<file path="src/hdl/rgbkf_pkg.sv">
// ----------------------------------------------------------------------------
// rgbkf_pkg
// Shared types, register indexes and constants of the RGB 3x3 kernel filter.
// ----------------------------------------------------------------------------
package rgbkf_pkg;

  localparam int MAX_WIDTH_DEF = 1024;
  localparam int WIDTH_RESET   = 1024;
  localparam int HEIGHT_LIMIT  = 4096;

  localparam int ROW_W      = 13;
  localparam int MODE_W     = 3;
  localparam int FW_W       = 11;
  localparam int FH_W       = 13;
  localparam int CFG_IDX_W  = 2;
  localparam int CFG_DATA_W = 13;

  localparam logic [CFG_IDX_W-1:0] REG_KERNEL_MODE  = 2'd0;
  localparam logic [CFG_IDX_W-1:0] REG_FRAME_WIDTH  = 2'd1;
  localparam logic [CFG_IDX_W-1:0] REG_FRAME_HEIGHT = 2'd2;

  localparam logic [MODE_W-1:0] MODE_BOX     = 3'd0;
  localparam logic [MODE_W-1:0] MODE_GAUSS   = 3'd1;
  localparam logic [MODE_W-1:0] MODE_OUTLINE = 3'd2;
  localparam logic [MODE_W-1:0] MODE_EMBOSS  = 3'd3;
  localparam logic [MODE_W-1:0] MODE_SHARPEN = 3'd4;

  localparam logic [ROW_W-1:0] HEIGHT_RESET = 13'd1024;
  localparam logic [ROW_W-1:0] HEIGHT_MAX   = 13'd4096;

  // floor(x / 9) == (x * BOX_RECIP) >> BOX_SHIFT for x below 4096
  localparam logic [12:0] BOX_RECIP = 13'd7282;
  localparam int          BOX_SHIFT = 16;

  typedef struct packed {
    logic [7:0] red;
    logic [7:0] green;
    logic [7:0] blue;
  } pix_t;

  typedef struct packed {
    logic [7:0] in_red;
    logic [7:0] in_green;
    logic [7:0] in_blue;
    logic       filler;
  } in_item_t;

  typedef struct packed {
    logic [7:0] out_red;
    logic [7:0] out_green;
    logic [7:0] out_blue;
    logic       frame_end;
  } out_item_t;

  typedef struct packed {
    logic left_ok;
    logic right_ok;
    logic up_ok;
    logic down_ok;
    logic last;
  } win_ctl_t;

  typedef struct packed {
    pix_t top;
    pix_t mid;
  } line_entry_t;

  // window[col][row], col 2 is the newest column, row 2 the current row
  typedef pix_t    [2:0] win_col_t;
  typedef win_col_t [2:0] window_t;

endpackage

</file>
<file path="src/hdl/rgbkf_conv.sv">
// ----------------------------------------------------------------------------
// rgbkf_conv
// Kernel arithmetic on the masked window for all three channels, scaling,
// clamping and the result register.
// ----------------------------------------------------------------------------
module rgbkf_conv (
  input  logic                             clk,
  input  logic                             rst_n,
  input  logic                             cfg_we,
  input  logic [rgbkf_pkg::CFG_IDX_W-1:0]  cfg_index,
  input  logic [rgbkf_pkg::CFG_DATA_W-1:0] cfg_data,
  input  logic                             s1_valid,
  input  rgbkf_pkg::window_t               win,
  input  rgbkf_pkg::win_ctl_t              ctl,
  input  logic                             out_ready,
  output logic                             out_valid,
  output rgbkf_pkg::out_item_t             out_data,
  output logic                             out_free
);

  function automatic logic [7:0] sat_byte(input logic signed [13:0] v);
    logic [7:0] r;
    if (v < 0) begin
      r = 8'd0;
    end else if (v > 14'sd255) begin
      r = 8'd255;
    end else begin
      r = v[7:0];
    end
    return r;
  endfunction

  // p[col][row]
  function automatic logic [7:0] kern_apply(input logic [2:0][2:0][7:0] p,
                                            input logic [rgbkf_pkg::MODE_W-1:0] mode);
    logic [9:0]         s_cor;
    logic [9:0]         s_edge;
    logic [11:0]        s_all;
    logic [12:0]        s_gau;
    logic [24:0]        box_prod;
    logic [11:0]        nine_c;
    logic [10:0]        five_c;
    logic [10:0]        emb_pos;
    logic [9:0]         emb_neg;
    logic [7:0]         r;
    s_cor    = 10'(p[0][0]) + 10'(p[2][0]) + 10'(p[0][2]) + 10'(p[2][2]);
    s_edge   = 10'(p[1][0]) + 10'(p[0][1]) + 10'(p[2][1]) + 10'(p[1][2]);
    s_all    = 12'(s_cor) + 12'(s_edge) + 12'(p[1][1]);
    s_gau    = 13'(s_cor) + {2'b00, s_edge, 1'b0} + {3'b000, p[1][1], 2'b00} + 13'd8;
    box_prod = 25'(s_all + 12'd4) * 25'(rgbkf_pkg::BOX_RECIP);
    nine_c   = {1'b0, p[1][1], 3'b000} + 12'(p[1][1]);
    five_c   = {1'b0, p[1][1], 2'b00} + 11'(p[1][1]);
    emb_pos  = 11'(p[1][1]) + 11'(p[2][1]) + 11'(p[1][2]) + {2'b00, p[2][2], 1'b0};
    emb_neg  = {1'b0, p[0][0], 1'b0} + 10'(p[1][0]) + 10'(p[0][1]);
    case (mode)
      rgbkf_pkg::MODE_GAUSS: begin
        r = s_gau[11:4];
      end
      rgbkf_pkg::MODE_OUTLINE: begin
        r = sat_byte($signed({2'b00, nine_c}) - $signed({2'b00, s_all}));
      end
      rgbkf_pkg::MODE_EMBOSS: begin
        r = sat_byte($signed({3'b000, emb_pos}) - $signed({4'b0000, emb_neg}));
      end
      rgbkf_pkg::MODE_SHARPEN: begin
        r = sat_byte($signed({3'b000, five_c}) - $signed({4'b0000, s_edge}));
      end
      default: begin
        r = box_prod[rgbkf_pkg::BOX_SHIFT+7:rgbkf_pkg::BOX_SHIFT];
      end
    endcase
    return r;
  endfunction

  logic [rgbkf_pkg::MODE_W-1:0] mode_r;
  logic                         out_v_r;
  rgbkf_pkg::out_item_t         out_data_r, res_nxt;
  logic [2:0][2:0][7:0]         pr, pg, pb;
  logic [2:0]                   col_ok, row_ok;

  always_comb begin
    col_ok = {ctl.right_ok, 1'b1, ctl.left_ok};
    row_ok = {ctl.down_ok, 1'b1, ctl.up_ok};
    for (int c = 0; c < 3; c++) begin
      for (int r = 0; r < 3; r++) begin
        pr[c][r] = (col_ok[c] && row_ok[r]) ? win[c][r].red   : 8'd0;
        pg[c][r] = (col_ok[c] && row_ok[r]) ? win[c][r].green : 8'd0;
        pb[c][r] = (col_ok[c] && row_ok[r]) ? win[c][r].blue  : 8'd0;
      end
    end
    res_nxt.out_red   = kern_apply(pr, mode_r);
    res_nxt.out_green = kern_apply(pg, mode_r);
    res_nxt.out_blue  = kern_apply(pb, mode_r);
    res_nxt.frame_end = ctl.last;
  end

  assign out_free = !out_v_r || out_ready;

  always_ff @(posedge clk) begin
    if (!rst_n) begin
      mode_r  <= rgbkf_pkg::MODE_BOX;
      out_v_r <= 1'b0;
    end else begin
      if (cfg_we && (cfg_index == rgbkf_pkg::REG_KERNEL_MODE)) begin
        mode_r <= cfg_data[rgbkf_pkg::MODE_W-1:0];
      end
      if (out_free) begin
        out_v_r <= s1_valid;
      end
    end
  end

  always_ff @(posedge clk) begin
    if (out_free && s1_valid) begin
      out_data_r <= res_nxt;
    end
  end

  assign out_valid = out_v_r;
  assign out_data  = out_data_r;

endmodule
</file>
<file path="config.mk">
export PLATFORM = sky130hd
export DESIGN_NAME = rgbkf_conv
export DESIGN_NICKNAME = d
export VERILOG_FILES = /design/src/hdl/rgbkf_pkg.sv /design/src/hdl/rgbkf_conv.sv
export SDC_FILE = /design/constraint.sdc
export NUM_CORES = 2
export LEC_CHECK = 0
export ABC_AREA = 1
export BUFFER_PORTS_ARGS = -buffer_cell sky130_fd_sc_hd__clkbuf_2
export CORE_MARGIN = 5
export CORE_UTILIZATION = 64
export DETAILED_ROUTE_END_ITERATION = 12
export GPL_ROUTABILITY_DRIVEN = 0
export PLACE_DENSITY = 0.85
export REMOVE_ABC_BUFFERS = 1
export SLEW_MARGIN = 20
export SYNTH_ARGS = -nofsm -noshare
export SYNTH_HDL_FRONTEND = slang
export SYNTH_SLANG_ARGS = --single-unit
</file>
<file path="constraint.sdc">
create_clock -name clk -period 12 [get_ports clk]
set_input_delay 0.6 -clock clk [delete_from_list [all_inputs] [get_ports clk]]
set_output_delay 0.6 -clock clk [all_outputs]
set_load 0.1 [all_outputs]
</file>
==> out/metrics.yaml <==
met2_usage_pct: 51.6
ctsResizeCount: 0
clock_sinks: 29
hold_slack_ns: 0.486
final_hold_viol_count: 0
synthArstFlopShare_pct: 0
die_y_um: 221
critical_path_arrival_ns: 10.53
grt_max_degree: 26
drt-total-wl_um: 77500
num_io_pins: 268
die_area_um2: 48900
reg2reg_from: "mode_r[1]$_SDFFE_PN0P_"
netlist_area_um2: 28500
fill_cells: 3692
yosys_warnings: 0
grt_pass1_vias: 26100
fin_tns_setup_ns: 0
start_kind: "input pin"
core_um2: 44100
met3_usage_pct: 5.09
clock_latency_ns: 0.32
worst_path_largest_cell_delay_ns: 0.56
crit_required_ns: 12.03
yosys-top-cells-area: "fa_1 28%, ha_1 21%, inv_1 15%"
first_iter_violations: 1984
cts_tree: "yes"
tightest_slew_ns: 1.10
layout_setup_ws_ns: 1.50
yosys_most_used_dff: "edfxtp_1"
max_freq_mhz: 95.2
whs_path_depth: 1
final-max-slew-violation-count: 0
r2r_slack_ns: 9.59
nNetsFinal: 5428
crit_type: "input pin to flip-flop"
vias: 26200
portBuffers: 257
maxCapViolations: 0
layout-drive-gt1-share_pct: 7.24
antenna_left: 0
clk_root_buffer_cell: "clkbuf_16"
clk_path_buf_depth: 2
cp_max_fo: 16
yosys.area.top_type: "fa_1"
endpoint_kind: "flip-flop"
crit_path_top_delay_cell: "fa_1"
ys_ff_latch: 29
synth_seq_area_share_pct: 2.91
die-width_um: 221
holdCritStartpoint: "ctl[0]"
fin_worst_skew_ns: 0.0281
setup_viol: 0
holdPathEnd: "out_data[0]$_DFFE_PP_"
overflow: 0
cts_htree_levels: 2
area_delta_synth_final_pct: 7.83
r2r-end: "out_data[10]$_DFFE_PP_"
yosysUniqueCellTypes: 46
grt_busiest_layer: "met2"
firstDrtPassIters: 6
synth.top_cell.area_share_pct: 28.3
use_met1_pct: 43.2
fp-row-count: 77
holdBufCountCts: 0
grt_util_all_layers_pct: 31.6
syn_avg_cell_area_um2: 7.06
cts_setup_buffers: 0
syn_inst: 4045
grt_antenna_before_repair: 2
vias_per_cell: 5.34
grt_first_pass_wirelength_um: 128000
final.min_clock_period_ns: 10.50
path_clk_slew_ns: 0.05
final_core_util_pct: 69.7
dp_hpwl_um: 70000
cts_buffers: 5
outcome: "completed"
post-route-period-util_pct: 87.5
wire_per_inst_um: 15.8
hp-class: "input pin to flip-flop"
initial_core_util_pct: 64.7
maxSlewHeadroom_pct: 26.5
drc: 0
r2r_cells: 5
rsz0062_at_grt: "no"
pre_cts_ws_ns: 1.27
synth_enable_flop_cells: 25
-- sequential cells by signal (all words and copies together), names as in the netlist --
register and cells:
out_data 25, mode_r 3, out_valid 1
-- layout by cell type (no fill, tap or decap), types with 5 or more instances in the layout --
cell type  instances
nor2_2             5
inv_2              6
fa_1             403
nand3_1          226
clkbuf_16          5
nand2_2            6
o21a_1            10
clkbuf_2         257
nand3b_1          27
o21bai_1          23
edfxtp_1          25
nor4_1             5
o21ai_0           63
nor3_1            19
or2_2              6
a31oi_1            5
conb_1            15
nand2_1          905
a21oi_1          195
nor2_1           217
nand4_1           85
buf_4             12
ha_1             473
xor2_1            64
xnor2_1           57
inv_1           1152
-- through the flow --
step | cell area, um2 | instances
2_1_floorplan | 28500 | 4035
3_3_place_gp | 30600 | 4896
3_5_place_dp | 30600 | 4896
4_1_cts | 30800 | 4903
5_1_grt | 30800 | 4904
6_report | 30800 | 4904
-- Yosys cell counts, types with 22 or more instances --
master and count:
nand3b_1 27, inv_1 1152, xor2_1 64, o21ai_0 63, nor2_1 217, nand3_1 226, o21bai_1 23, nand4_1 85
clkbuf_1 22, a21oi_1 196, ha_1 473, xnor2_1 57, nand2_1 905, edfxtp_1 25, fa_1 403
-- metal layers --
metal  share of wire (%)  vias to the layer above
met4                 4.1                        2
li1                    -                    12800
met1                  42                    12100
met5               0.026                        -
met2                  45                     1102
met3                 9.0                      160
-- cells by family (layout without fill, tap and decap cells) --
group                    Yosys count  after routing  share of synthesized area (%)
AO/OA/AOI/OAI                    318            318                           6.11
other                              2             16                         0.0263
AND/OR/NAND/NOR                 1513           1513                           22.4
buffers and inverters           1181           1434                           15.5
flip-flops                        29             29                           2.91
adder cells (fa/ha/maj)          876            876                           49.0
XOR/XNOR                         126            126                           4.00
-- how the worst max path moves through the flow --
stage               startpoint                endpoint  slack [ns]  depth (start not counted)
CTS                     ctl[4]  out_data[17]$_DFFE_PP_        1.57                         43
detailed placement      ctl[4]  out_data[17]$_DFFE_PP_        1.27                         43
floorplan               ctl[2]   out_data[7]$_DFFE_PP_        2.80                         47
global placement        ctl[4]  out_data[17]$_DFFE_PP_        1.45                         43
global route            ctl[4]  out_data[17]$_DFFE_PP_        0.88                         43
finish                  ctl[4]  out_data[17]$_DFFE_PP_        1.50                         43
-- worst max-delay path: cells and delay by family --
kind	cells	cell delay (ns)
xor+xnor	2	0.93
compound gates	4	0.69
buf+inv	9	1.08
fa+ha+maj	12	5.17
simple gates	16	2.00
-- area by class of cell --
cell class                 instances  area, um2  area share, %
inverter                        1158       4350           14.1
clock buffer                       6        129          0.419
antenna                            1       2.50        0.00813
timing repair buffer             269       1380           4.47
tap                              592        741           2.41
clock inverter                     1       3.75         0.0122
multi-input combinational       2848      23300           75.9
sequential                        29        831           2.70
Power is left out: the tool's default activity adds up to more than one toggle a clock period on the data nets, which glitch-free logic cannot reach.
